### config.mk
export PLATFORM = sky130hd
export DESIGN_NAME = touch_trimmed_mean_calibrate
export DESIGN_NICKNAME = d
export VERILOG_FILES = /design/src/hw/rtl/ttmc_pkg.sv /design/src/hw/rtl/touch_trimmed_mean_calibrate.sv /design/src/hw/rtl/ttmc_div.sv /design/src/hw/rtl/ttmc_datapath.sv /design/src/hw/rtl/ttmc_ctrl.sv
export VERILOG_INCLUDE_DIRS = /design/src /design/src/hw/rtl
export SDC_FILE = /design/constraint.sdc
export NUM_CORES = 2
export LEC_CHECK = 0
export BUFFER_PORTS_ARGS = -buffer_cell sky130_fd_sc_hd__buf_2
export CELL_PAD_IN_SITES_DETAIL_PLACEMENT = 1
export CELL_PAD_IN_SITES_GLOBAL_PLACEMENT = 1
export CORE_MARGIN = 2
export CORE_UTILIZATION = 36
export CTS_CLUSTER_SIZE = 25
export DETAILED_ROUTE_END_ITERATION = 8
export GPL_ROUTABILITY_DRIVEN = 0
export PLACE_DENSITY = 0.66
export SLEW_MARGIN = 5
export SYNTH_ARGS = -nofsm -noshare
export SYNTH_HDL_FRONTEND = slang
export SYNTH_SLANG_ARGS = --single-unit
### constraint.sdc
create_clock -name clk -period 11.5 [get_ports clk]
set_clock_uncertainty 0.15 [all_clocks]
set_input_delay 1.15 -clock clk [delete_from_list [all_inputs] [get_ports clk]]
set_output_delay 1.15 -clock clk [all_outputs]
set_load 0.005 [all_outputs]
### src/hw/rtl/assert_macros.svh
// assertion macros shared by the touch trimmed-mean rtl
// no dependencies; included by files that carry concurrent checks
`ifndef ASSERT_MACROS_SVH
`define ASSERT_MACROS_SVH

// same-cycle implication, disabled while in reset
`define ASSERT_IMPL(label, clk, rst_n, ante, cons, msg) \
  label: assert property (@(posedge clk) disable iff (!rst_n) (ante) |-> (cons)) \
    else $error(msg);

// next-cycle implication, disabled while in reset
`define ASSERT_NEXT(label, clk, rst_n, ante, cons, msg) \
  label: assert property (@(posedge clk) disable iff (!rst_n) (ante) |=> (cons)) \
    else $error(msg);

`endif

### src/hw/rtl/ttmc_pkg.sv
// shared types and constants for the touch trimmed-mean calibrator
// no dependencies; used by every module of the block except ttmc_div
package ttmc_pkg;

  localparam int CFG_IDX_W  = 3;
  localparam int CFG_DATA_W = 20;
  localparam int COUNT_W    = 8;
  localparam int SCALE_W    = 20;
  localparam int SHIFT_W    = 16;
  localparam int COORD_W    = 16;
  localparam int DIVR_W     = 14;

  localparam logic [CFG_IDX_W-1:0] CFG_SAMPLE_COUNT = 3'd0;
  localparam logic [CFG_IDX_W-1:0] CFG_X_SCALE      = 3'd1;
  localparam logic [CFG_IDX_W-1:0] CFG_X_SHIFT      = 3'd2;
  localparam logic [CFG_IDX_W-1:0] CFG_Y_SCALE      = 3'd3;
  localparam logic [CFG_IDX_W-1:0] CFG_Y_SHIFT      = 3'd4;

  localparam logic [DIVR_W-1:0]  CAL_DIVISOR = 14'd10000;
  localparam logic [COUNT_W-1:0] MIN_COUNT   = 8'd3;
  localparam logic [SCALE_W-1:0] SCALE_RESET = 20'd10000;

  // divide by 10000 as a shift by 4 and a reciprocal multiply for 625,
  // exact for products below 2^36
  localparam int                     CAL_PRE_SHIFT   = 4;
  localparam int                     CAL_RECIP_W     = 33;
  localparam int                     CAL_RECIP_SHIFT = 42;
  localparam logic [CAL_RECIP_W-1:0] CAL_RECIP       = 33'd7036874418;

  localparam int COORD_MAX = 32767;
  localparam int COORD_MIN = -32768;

  typedef struct packed {
    logic [COUNT_W-1:0]        sample_count;
    logic [SCALE_W-1:0]        x_scale;
    logic signed [SHIFT_W-1:0] x_shift;
    logic [SCALE_W-1:0]        y_scale;
    logic signed [SHIFT_W-1:0] y_shift;
  } cal_cfg_t;

  typedef struct packed {
    logic sample;     // accept a sample word into the accumulators
    logic mean_load;  // latch the mean and form scale * mean
    logic cal_start;  // scale the product down by the calibration divisor
    logic emit;       // load the output register
  } dp_cmd_t;

  typedef struct packed {
    logic run_end;    // the sample on the input closes its axis run
    logic div_busy;
    logic div_done;
  } dp_status_t;

endpackage

### src/hw/rtl/touch_trimmed_mean_calibrate.sv
// touch_trimmed_mean_calibrate: trimmed-mean touch filter with linear calibration
// a sample that does not close its axis run gives no word
// a run-closing sample gives its word after the one-bit-per-cycle mean divider, then the
// scale multiply and the reciprocal scale-down by 10000, once the output register is free
// throughput: one sample per cycle within a run; intake pauses while a run result is formed
// reset (rst_n, synchronous, active low) clears config to defaults and both axis accumulators
module touch_trimmed_mean_calibrate #(
  parameter int SAMPLE_BITS = 12,
  parameter int MAX_SAMPLES = 255
) (
  input  logic                                  clk,
  input  logic                                  rst_n,
  // sample words
  input  logic                                  in_valid,
  output logic                                  in_ready,
  input  logic                                  in_axis,
  input  logic [SAMPLE_BITS-1:0]                in_sample,
  // result words
  output logic                                  out_valid,
  input  logic                                  out_ready,
  output logic                                  out_result_axis,
  output logic [SAMPLE_BITS-1:0]                out_raw_mean,
  output logic signed [ttmc_pkg::COORD_W-1:0]   out_display_coord,
  output logic                                  out_clipped,
  // configuration writes
  input  logic                                  cfg_we,
  input  logic [ttmc_pkg::CFG_IDX_W-1:0]        cfg_index,
  input  logic [ttmc_pkg::CFG_DATA_W-1:0]       cfg_wdata
);

  ttmc_pkg::cal_cfg_t   cfg_r;
  ttmc_pkg::cal_cfg_t   cfg_nxt;
  ttmc_pkg::dp_cmd_t    cmd;
  ttmc_pkg::dp_status_t st;

  logic                                out_valid_r;
  logic                                out_valid_nxt;
  logic                                out_axis_r;
  logic [SAMPLE_BITS-1:0]              out_mean_r;
  logic signed [ttmc_pkg::COORD_W-1:0] out_coord_r;
  logic                                out_clip_r;
  logic                                out_busy;

  logic                                res_axis;
  logic [SAMPLE_BITS-1:0]              res_mean;
  logic signed [ttmc_pkg::COORD_W-1:0] res_coord;
  logic                                res_clip;

  // register file; writes past the last register are dropped
  always_comb begin
    cfg_nxt = cfg_r;
    if (cfg_we) begin
      unique case (cfg_index)
        ttmc_pkg::CFG_SAMPLE_COUNT: cfg_nxt.sample_count = cfg_wdata[ttmc_pkg::COUNT_W-1:0];
        ttmc_pkg::CFG_X_SCALE:      cfg_nxt.x_scale      = cfg_wdata[ttmc_pkg::SCALE_W-1:0];
        ttmc_pkg::CFG_X_SHIFT:      cfg_nxt.x_shift      = cfg_wdata[ttmc_pkg::SHIFT_W-1:0];
        ttmc_pkg::CFG_Y_SCALE:      cfg_nxt.y_scale      = cfg_wdata[ttmc_pkg::SCALE_W-1:0];
        ttmc_pkg::CFG_Y_SHIFT:      cfg_nxt.y_shift      = cfg_wdata[ttmc_pkg::SHIFT_W-1:0];
        default:                    cfg_nxt              = cfg_r;
      endcase
    end
  end

  always_ff @(posedge clk) begin
    if (!rst_n) begin
      cfg_r.sample_count <= ttmc_pkg::MIN_COUNT;
      cfg_r.x_scale      <= ttmc_pkg::SCALE_RESET;
      cfg_r.x_shift      <= '0;
      cfg_r.y_scale      <= ttmc_pkg::SCALE_RESET;
      cfg_r.y_shift      <= '0;
    end else begin
      cfg_r <= cfg_nxt;
    end
  end

  // sequencer drives the datapath through command/status structs
  ttmc_ctrl u_ctrl (
    .clk      (clk),
    .rst_n    (rst_n),
    .in_valid (in_valid),
    .st       (st),
    .out_busy (out_busy),
    .in_ready (in_ready),
    .cmd      (cmd)
  );

  ttmc_datapath #(
    .SAMPLE_BITS (SAMPLE_BITS),
    .MAX_SAMPLES (MAX_SAMPLES)
  ) u_dp (
    .clk       (clk),
    .rst_n     (rst_n),
    .cmd       (cmd),
    .cfg       (cfg_r),
    .in_axis   (in_axis),
    .in_sample (in_sample),
    .status    (st),
    .res_axis  (res_axis),
    .res_mean  (res_mean),
    .res_coord (res_coord),
    .res_clip  (res_clip)
  );

  // output register; a waiting word only holds back the next finished run
  assign out_busy = out_valid_r && !out_ready;

  always_comb begin
    out_valid_nxt = out_valid_r;
    if (cmd.emit) begin
      out_valid_nxt = 1'b1;
    end else if (out_ready) begin
      out_valid_nxt = 1'b0;
    end
  end

  always_ff @(posedge clk) begin
    if (!rst_n) begin
      out_valid_r <= 1'b0;
    end else begin
      out_valid_r <= out_valid_nxt;
    end
  end

  always_ff @(posedge clk) begin
    if (cmd.emit) begin
      out_axis_r  <= res_axis;
      out_mean_r  <= res_mean;
      out_coord_r <= res_coord;
      out_clip_r  <= res_clip;
    end
  end

  assign out_valid         = out_valid_r;
  assign out_result_axis   = out_axis_r;
  assign out_raw_mean      = out_mean_r;
  assign out_display_coord = out_coord_r;
  assign out_clipped       = out_clip_r;

endmodule

### src/hw/rtl/ttmc_div.sv
// restoring divider, one quotient bit per cycle
// no package dependencies; used by ttmc_datapath
module ttmc_div #(
  parameter int DVD_W = 32,
  parameter int DVR_W = 14
) (
  input  logic             clk,
  input  logic             rst_n,
  input  logic             start,
  input  logic [DVD_W-1:0] dividend,
  input  logic [DVR_W-1:0] divisor,
  output logic [DVD_W-1:0] quot,
  output logic             busy,
  output logic             done
);

  localparam int CNT_W = (DVD_W > 1) ? $clog2(DVD_W) : 1;

  logic             busy_r;
  logic             done_r;
  logic [CNT_W-1:0] cnt_r;
  logic [DVD_W-1:0] quot_r;
  logic [DVR_W-1:0] rem_r;
  logic [DVR_W-1:0] dvr_r;

  logic [DVR_W:0]   rem_sh;
  logic [DVR_W:0]   rem_sub;
  logic             ge;
  logic             last;
  logic [DVD_W-1:0] quot_nxt;
  logic [DVR_W-1:0] rem_nxt;

  always_comb begin
    rem_sh   = {rem_r, quot_r[DVD_W-1]};
    ge       = rem_sh >= {1'b0, dvr_r};
    rem_sub  = rem_sh - {1'b0, dvr_r};
    rem_nxt  = ge ? rem_sub[DVR_W-1:0] : rem_sh[DVR_W-1:0];
    quot_nxt = {quot_r[DVD_W-2:0], ge};
    last     = cnt_r == CNT_W'(DVD_W - 1);
  end

  always_ff @(posedge clk) begin
    if (!rst_n) begin
      busy_r <= 1'b0;
      done_r <= 1'b0;
      cnt_r  <= '0;
    end else begin
      done_r <= busy_r && last;
      if (start) begin
        busy_r <= 1'b1;
        cnt_r  <= '0;
      end else if (busy_r) begin
        cnt_r <= cnt_r + 1'b1;
        if (last) begin
          busy_r <= 1'b0;
        end
      end
    end
  end

  always_ff @(posedge clk) begin
    if (start) begin
      quot_r <= dividend;
      rem_r  <= '0;
      dvr_r  <= divisor;
    end else if (busy_r) begin
      quot_r <= quot_nxt;
      rem_r  <= rem_nxt;
    end
  end

  assign quot = quot_r;
  assign busy = busy_r;
  assign done = done_r;

endmodule

### src/hw/rtl/ttmc_datapath.sv
// per-axis accumulators, mean divider, scale multiplier, reciprocal scale-down, saturation
// depends on ttmc_pkg and ttmc_div
module ttmc_datapath #(
  parameter int SAMPLE_BITS = 12,
  parameter int MAX_SAMPLES = 255
) (
  input  logic                                   clk,
  input  logic                                   rst_n,
  input  ttmc_pkg::dp_cmd_t                      cmd,
  input  ttmc_pkg::cal_cfg_t                     cfg,
  input  logic                                   in_axis,
  input  logic [SAMPLE_BITS-1:0]                 in_sample,
  output ttmc_pkg::dp_status_t                   status,
  output logic                                   res_axis,
  output logic [SAMPLE_BITS-1:0]                 res_mean,
  output logic signed [ttmc_pkg::COORD_W-1:0]    res_coord,
  output logic                                   res_clip
);

  localparam int SUM_W  = SAMPLE_BITS + ttmc_pkg::COUNT_W;
  localparam int DIVD_W = ttmc_pkg::SCALE_W + SAMPLE_BITS;
  localparam int PRE_W  = DIVD_W - ttmc_pkg::CAL_PRE_SHIFT;
  localparam int CAL_PROD_W = PRE_W + ttmc_pkg::CAL_RECIP_W;
  localparam logic [ttmc_pkg::COUNT_W-1:0] MAX_CNT = ttmc_pkg::COUNT_W'(MAX_SAMPLES);
  localparam logic [SAMPLE_BITS-1:0] SAMPLE_ALL = {SAMPLE_BITS{1'b1}};
  localparam logic signed [DIVD_W:0] C_MAX = (DIVD_W + 1)'(ttmc_pkg::COORD_MAX);
  localparam logic signed [DIVD_W:0] C_MIN = (DIVD_W + 1)'(ttmc_pkg::COORD_MIN);

  logic [SUM_W-1:0]             sum_r [2];
  logic [SAMPLE_BITS-1:0]       max_r [2];
  logic [SAMPLE_BITS-1:0]       min_r [2];
  logic [ttmc_pkg::COUNT_W-1:0] cnt_r [2];
  logic                         axis_r;
  logic [SAMPLE_BITS-1:0]       mean_r;
  logic [DIVD_W-1:0]            prod_r;
  logic [DIVD_W-1:0]            cal_q_r;

  logic [ttmc_pkg::COUNT_W-1:0] eff_cnt;
  logic [SUM_W-1:0]             sum_nxt;
  logic [SAMPLE_BITS-1:0]       max_nxt;
  logic [SAMPLE_BITS-1:0]       min_nxt;
  logic [ttmc_pkg::COUNT_W-1:0] cnt_nxt;
  logic                         run_end;
  logic [SUM_W-1:0]             trim_sum;

  logic                         div_start;
  logic [DIVD_W-1:0]            div_dvd;
  logic [ttmc_pkg::DIVR_W-1:0]  div_dvr;
  logic [DIVD_W-1:0]            quot;
  logic                         div_busy;
  logic                         div_done;

  logic [ttmc_pkg::SCALE_W-1:0]        scale_sel;
  logic signed [ttmc_pkg::SHIFT_W-1:0] shift_sel;
  logic [CAL_PROD_W-1:0]               cal_prod;
  logic signed [DIVD_W:0]              coord_full;

  // running statistics for the axis on the input
  always_comb begin
    if (cfg.sample_count < ttmc_pkg::MIN_COUNT) begin
      eff_cnt = ttmc_pkg::MIN_COUNT;
    end else if (cfg.sample_count > MAX_CNT) begin
      eff_cnt = MAX_CNT;
    end else begin
      eff_cnt = cfg.sample_count;
    end
    sum_nxt  = sum_r[in_axis] + SUM_W'(in_sample);
    max_nxt  = (in_sample > max_r[in_axis]) ? in_sample : max_r[in_axis];
    min_nxt  = (in_sample < min_r[in_axis]) ? in_sample : min_r[in_axis];
    cnt_nxt  = cnt_r[in_axis] + 1'b1;
    run_end  = cnt_nxt >= eff_cnt;
    trim_sum = sum_nxt - SUM_W'(max_nxt) - SUM_W'(min_nxt);
  end

  always_ff @(posedge clk) begin
    if (!rst_n) begin
      for (int i = 0; i < 2; i++) begin
        sum_r[i] <= '0;
        max_r[i] <= '0;
        min_r[i] <= SAMPLE_ALL;
        cnt_r[i] <= '0;
      end
    end else if (cmd.sample) begin
      if (run_end) begin
        sum_r[in_axis] <= '0;
        max_r[in_axis] <= '0;
        min_r[in_axis] <= SAMPLE_ALL;
        cnt_r[in_axis] <= '0;
      end else begin
        sum_r[in_axis] <= sum_nxt;
        max_r[in_axis] <= max_nxt;
        min_r[in_axis] <= min_nxt;
        cnt_r[in_axis] <= cnt_nxt;
      end
    end
  end

  // divider forms the trimmed mean at the end of a run
  always_comb begin
    div_start = cmd.sample && run_end;
    div_dvd   = DIVD_W'(trim_sum);
    div_dvr   = ttmc_pkg::DIVR_W'(cnt_nxt - ttmc_pkg::COUNT_W'(2));
  end

  ttmc_div #(
    .DVD_W (DIVD_W),
    .DVR_W (ttmc_pkg::DIVR_W)
  ) u_div (
    .clk      (clk),
    .rst_n    (rst_n),
    .start    (div_start),
    .dividend (div_dvd),
    .divisor  (div_dvr),
    .quot     (quot),
    .busy     (div_busy),
    .done     (div_done)
  );

  assign scale_sel = axis_r ? cfg.y_scale : cfg.x_scale;
  assign shift_sel = axis_r ? cfg.y_shift : cfg.x_shift;

  // floor(prod / 10000): drop four bits, then multiply by the reciprocal of 625
  assign cal_prod = CAL_PROD_W'(prod_r[DIVD_W-1:ttmc_pkg::CAL_PRE_SHIFT]) *
                    CAL_PROD_W'(ttmc_pkg::CAL_RECIP);

  always_ff @(posedge clk) begin
    if (cmd.sample && run_end) begin
      axis_r <= in_axis;
    end
    if (cmd.mean_load) begin
      mean_r <= quot[SAMPLE_BITS-1:0];
      prod_r <= DIVD_W'(scale_sel) * DIVD_W'(quot[SAMPLE_BITS-1:0]);
    end
    if (cmd.cal_start) begin
      cal_q_r <= DIVD_W'(cal_prod >> ttmc_pkg::CAL_RECIP_SHIFT);
    end
  end

  // offset and saturate the scaled mean
  always_comb begin
    coord_full = $signed({1'b0, cal_q_r}) +
                 $signed({{(DIVD_W + 1 - ttmc_pkg::SHIFT_W){shift_sel[ttmc_pkg::SHIFT_W-1]}},
                          shift_sel});
    res_clip = 1'b0;
    if (coord_full > C_MAX) begin
      res_coord = ttmc_pkg::COORD_W'(ttmc_pkg::COORD_MAX);
      res_clip  = 1'b1;
    end else if (coord_full < C_MIN) begin
      res_coord = ttmc_pkg::COORD_W'(ttmc_pkg::COORD_MIN);
      res_clip  = 1'b1;
    end else begin
      res_coord = coord_full[ttmc_pkg::COORD_W-1:0];
    end
  end

  assign res_axis = axis_r;
  assign res_mean = mean_r;

  assign status.run_end  = run_end;
  assign status.div_busy = div_busy;
  assign status.div_done = div_done;

endmodule

### src/hw/rtl/ttmc_ctrl.sv
// sequencer: sample intake, mean divide, scale, calibration scale-down, output
// depends on ttmc_pkg and assert_macros.svh
`include "assert_macros.svh"

module ttmc_ctrl (
  input  logic                 clk,
  input  logic                 rst_n,
  input  logic                 in_valid,
  input  ttmc_pkg::dp_status_t st,
  input  logic                 out_busy,
  output logic                 in_ready,
  output ttmc_pkg::dp_cmd_t    cmd
);

  localparam logic [2:0] S_IDLE   = 3'd0;
  localparam logic [2:0] S_MEAN   = 3'd1;
  localparam logic [2:0] S_CAL_GO = 3'd2;
  localparam logic [2:0] S_OUT    = 3'd4;

  logic [2:0] state_r;
  logic [2:0] state_nxt;

  always_comb begin
    state_nxt     = state_r;
    cmd           = '0;
    in_ready      = 1'b0;
    unique case (state_r)
      S_IDLE: begin
        in_ready   = 1'b1;
        cmd.sample = in_valid;
        if (in_valid && st.run_end) begin
          state_nxt = S_MEAN;
        end
      end
      S_MEAN: begin
        if (st.div_done) begin
          cmd.mean_load = 1'b1;
          state_nxt     = S_CAL_GO;
        end
      end
      S_CAL_GO: begin
        cmd.cal_start = 1'b1;
        state_nxt     = S_OUT;
      end
      S_OUT: begin
        if (!out_busy) begin
          cmd.emit  = 1'b1;
          state_nxt = S_IDLE;
        end
      end
      default: begin
        state_nxt = S_IDLE;
      end
    endcase
  end

  always_ff @(posedge clk) begin
    if (!rst_n) begin
      state_r <= S_IDLE;
    end else begin
      state_r <= state_nxt;
    end
  end

  `ASSERT_IMPL(a_idle_div_free, clk, rst_n, state_r == S_IDLE, !st.div_busy, "divider busy while idle")
  `ASSERT_NEXT(a_run_end_starts_div, clk, rst_n, cmd.sample && st.run_end, st.div_busy, "mean divide not started")
  `ASSERT_IMPL(a_cal_go_clear, clk, rst_n, state_r == S_CAL_GO, !st.div_busy && !st.div_done, "divider not free for calibration")
  `ASSERT_IMPL(a_done_after_busy, clk, rst_n, st.div_done, $past(st.div_busy), "divide done without work")

endmodule

==> Flow_metrics.wiki <==
{| class="wikitable"
! Metric !! Value
|-
| Initial standard-cell utilization of the core || 36.25%
|-
| Cell type with the highest aggregate area in the netlist || fa_1
|-
| Maximum capacitance violations || 0
|-
| Power after layout || 6591 µW
|-
| DR WL/cell || 19.54 µm
|-
| Pwr dens || 154.5 nW/µm²
|-
| Site row count || 121
|-
| Proportion of synthesized chip area in sequential cells || 22.94%
|-
| Fin crit share || 68.08%
|-
| Post-route DRC || 0
|-
| Overall die height || 334.8 µm
|-
| Total detailed-routing wirelength || 105200 µm
|-
| Iter 0 DRT Violations || 1150
|-
| Worst voltage drop across the vdd grid || 0.0002029 V
|-
| Most common library cell in the layout ignoring fill and taps || inv_1
|-
| Horizontal extent of the die || 334.8 µm
|-
| Synth unique cells || 77
|-
| Synth Net Count || 5004
|-
| Via density per instance || 4.931
|-
| Count of TritonRoute iterations in the first routing pass || 5
|-
| Post-route setup TNS || 0 ns
|-
| Total clock buffers created by CTS || 44
|-
| Dominant cells by area after synthesis || fa_1 (29%), edfxtp_1 (17%), ha_1 (15%)
|-
| Detailed Place HPWL || 85980 µm
|-
| Antenna Cells || 0
|-
| Clock transition at the register clock pins on the worst setup and hold paths after CTS || 0.07 ns
|-
| Count of input and output buffers || 72
|-
| Beginning of the critical path || u_dp.prod_r[18]$_DFFE_PP_
|-
| Maximum buffer depth of the clock tree || 3
|-
| Slowest cell on the critical path || edfxtp_1
|-
| Number of antenna violations at the first check in global routing || 1
|-
| Clock tree sinks || 340
|-
| Hold buffers post-CTS || 0
|-
| Die Area || 112100 µm²
|-
| Max FO, Critical Path || 6
|-
| Number of levels in the clock H-tree || 2
|-
| Mux contribution to synthesized area || 3.487%
|-
| Final Max Slew Viols || 0
|-
| Pin count of the biggest net entering global routing || 91
|-
| Final hold viol count || 0
|-
| Crit. End Element || flop
|-
| Post-synthesis async set-or-reset flop share || 0%
|-
| WHS || 0.2651 ns
|-
| TritonCTS clock tree || built
|-
| Post-synthesis sequential element count || 340
|-
| RSZ-0062 raised after global routing || no
|-
| Max-slew headroom || 26.17%
|-
| GR Overflow Total || 0
|-
| Leading cell types in the layout, fill and taps excluded || inv_1 (836), fa_1 (573), ha_1 (473)
|-
| Share of post-route cells with drive strength above 1 || 6.774%
|-
| Complex-gate fraction of the synthesized area || 7.624%
|-
| CTS resizes || 0
|-
| Max frequency || 127.7 MHz
|-
| Area delta synth->final || 8.262%
|-
| Number of global-route vias before repair || 29.61k
|-
| Global-route wire length before repair || 168800 µm
|-
| Vias after detailed routing || 26.55k
|-
| Number of nets in the final layout || 5025
|-
| Xor and xnor fraction of the mapped netlist area || 2.798%
|-
| Number of synthesized flops with an enable pin || 223
|-
| Clock latency on the worst-skew pair || 0.58 ns
|-
| Basic-gate share of the synthesized area counting and, or, nand and nor cells || 9.907%
|-
| Post-route antenna net violation count || 0
|-
| Critical hold path startpoint || u_dp.res_mean[1]$_DFFE_PP_
|-
| Clock root buffer master || clkbuf_16
|-
| Area of the core || 108700 µm²
|-
| Largest family of logic cells by synthesized area || adder cells
|-
| Minimum period implied by the final worst setup slack || 7.829 ns
|-
| Run status || finished, final reports clean
|-
| Start of the worst register-to-register path || u_dp.prod_r[18]$_DFFE_PP_
|-
| Top cell by count, worst path || fa_1
|-
| Max stage delay on crit path || 0.71 ns
|-
| Area share of the largest cell type after synthesis || 29.11%
|-
| Setup Crit Path Kind || reg -> reg
|-
| Required time worst endpoint || 11.69 ns
|-
| Post-synth design cell area || 39400 µm²
|-
| Chain of cells forming the critical path || ha_1 -> inv_1 -> fa_1 -> fa_1 -> inv_1 -> fa_1 -> fa_1 -> inv_1 -> fa_1 -> inv_1 -> fa_1 -> ha_1 -> a31oi_1 -> a21oi_1 -> o21ba_1 -> a31oi_1 -> o211ai_1 -> a311oi_1 -> nor3_1 -> a2111oi_2 -> xnor2_1
|-
| Post-Synthesis Mean Instance Area || 10.06 µm²
|-
| Pleak || 0.02032 µW
|-
| IO Pins || 73
|-
| Adder and majority cell fraction of the synthesized area || 44.13%
|-
| Post-CTS setup buffer count || 0
|-
| Arrival time worst endpoint || 8.01 ns
|-
| Most used flip-flop cell after synthesis || edfxtp_1
|-
| Global-route usage over all layers || 19.26%
|-
| Slew at the pin with the worst max-slew slack || 1.107 ns
|-
| Final setup violation count || 0
|-
| Post-synthesis instance total || 3917
|-
| YS warnings || 0
|-
| Startpoint kind of the worst setup timing path || flop
|-
| Worst hold path type || reg -> reg
|-
| Area of placed instances || 41230 µm²
|-
| Cell area after layout || 42660 µm²
|}
per-layer routing:
layer / track usage [%] / routed length (µm) / up-vias
met3: 1.584 / 2707 / 109
met5: 0 / 0 / -
met4: 3.921 / 2011 / 0
met2: 33.97 / 52380 / 311
li1: - / - / 12500
met1: 25.83 / 48140 / 13630
per-stage QoR:
stage / utilization (%) / std cells / worst slack (ns)
floorplan: - / 3917 / 4.123
global placement: 37.93 / 5306 / 3.597
detailed placement: 37.93 / 5306 / 3.531
CTS: 39.24 / 5385 / 3.651
global route: 39.24 / 5385 / 3.273
finish: 39.24 / 5385 / 3.671
logic make-up (layout without fill, tap and decap cells):
| kind of cell | Yosys count | in the layout |
|---|---|---|
| compound gates | 455 | 455 |
| xor+xnor | 125 | 125 |
| fa+ha+maj | 1046 | 1046 |
| buf+inv | 949 | 1003 |
| flops | 340 | 340 |
| mux | 127 | 127 |
| simple gates | 875 | 875 |
critical path, delay by kind of cell (launching register included):
| family | cells | cell delay [ns] |
|---|---|---|
| AOI/OAI and AO/OA | 7 | 2.15 |
| xor gates and xnor gates | 1 | 0.11 |
| adders and majority gates | 8 | 3.97 |
| buffers and inverters | 4 | 0.35 |
| DFF | 1 | 0.71 |
| and+or+nand+nor | 1 | 0.15 |
synth_stat cells (all sizes together), types with 6 or more instances:
| library cell | instances |
|---|---|
| fa | 573 |
| a211oi | 18 |
| mux2i | 55 |
| and2 | 86 |
| a21oi | 116 |
| a31oi | 13 |
| nor3b | 6 |
| xnor2 | 87 |
| o21bai | 12 |
| buf | 17 |
| xor2 | 38 |
| o21a | 12 |
| and3 | 16 |
| nand2b | 18 |
| dfxtp | 117 |
| nor2b | 19 |
| nand3 | 40 |
| a21boi | 73 |
| or3 | 8 |
| clkbuf | 95 |
| inv | 836 |
| nor3 | 26 |
| o211ai | 10 |
| a21o | 51 |
| ha | 473 |
| nand2 | 449 |
| mux2 | 72 |
| edfxtp | 223 |
| nand4 | 23 |
| o21ai | 102 |
| nor2 | 167 |
layout make-up:
| cell class | instances | area (µm²) |
|---|---|---|
| fill | 12330 | 66040 |
| multi-input combinational | 2628 | 26800 |
| clock buffer | 57 | 1202 |
| clock inverter | 22 | 227.7 |
| tap | 1414 | 1769 |
| inverter | 837 | 3142 |
| timing repair buffer | 87 | 475.5 |
| sequential | 340 | 9040 |
registers in the layout, summed over array words and instances (netlist names), 3 cells and up:
signal and count:
u_dp.sum_r 40, u_dp.u_div.rem_r 14, u_ctrl.state_r 3, u_dp.min_r 24, u_dp.u_div.dvr_r 9, u_dp.max_r 24
u_dp.u_div.quot 32, u_dp.cal_q_r 19, cfg_r 80, u_dp.prod_r 28, u_dp.res_mean 12, u_dp.u_div.cnt_r 5
out_display_coord 16, out_raw_mean 12, u_dp.cnt_r 16
worst paths after layout:
check / endpoint / slack (ns) / depth (start not counted)
max: u_dp.cal_q_r[18]$_DFFE_PP_ / 3.67 / 21
min: out_raw_mean[1]$_DFFE_PP_ / 0.27 / 0
max reg2reg: u_dp.cal_q_r[18]$_DFFE_PP_ / 3.67 / 21
min reg2reg: out_raw_mean[1]$_DFFE_PP_ / 0.27 / 0
where the power goes:
group	leakage, µW	switching [µW]	internal, µW
Sequential	0.00306	153	1560
Clock	0.000696	564	809
Combinational	0.0166	1990	1520
Total	0.0203	2710	3880
(Power assumes the default switching activity.)
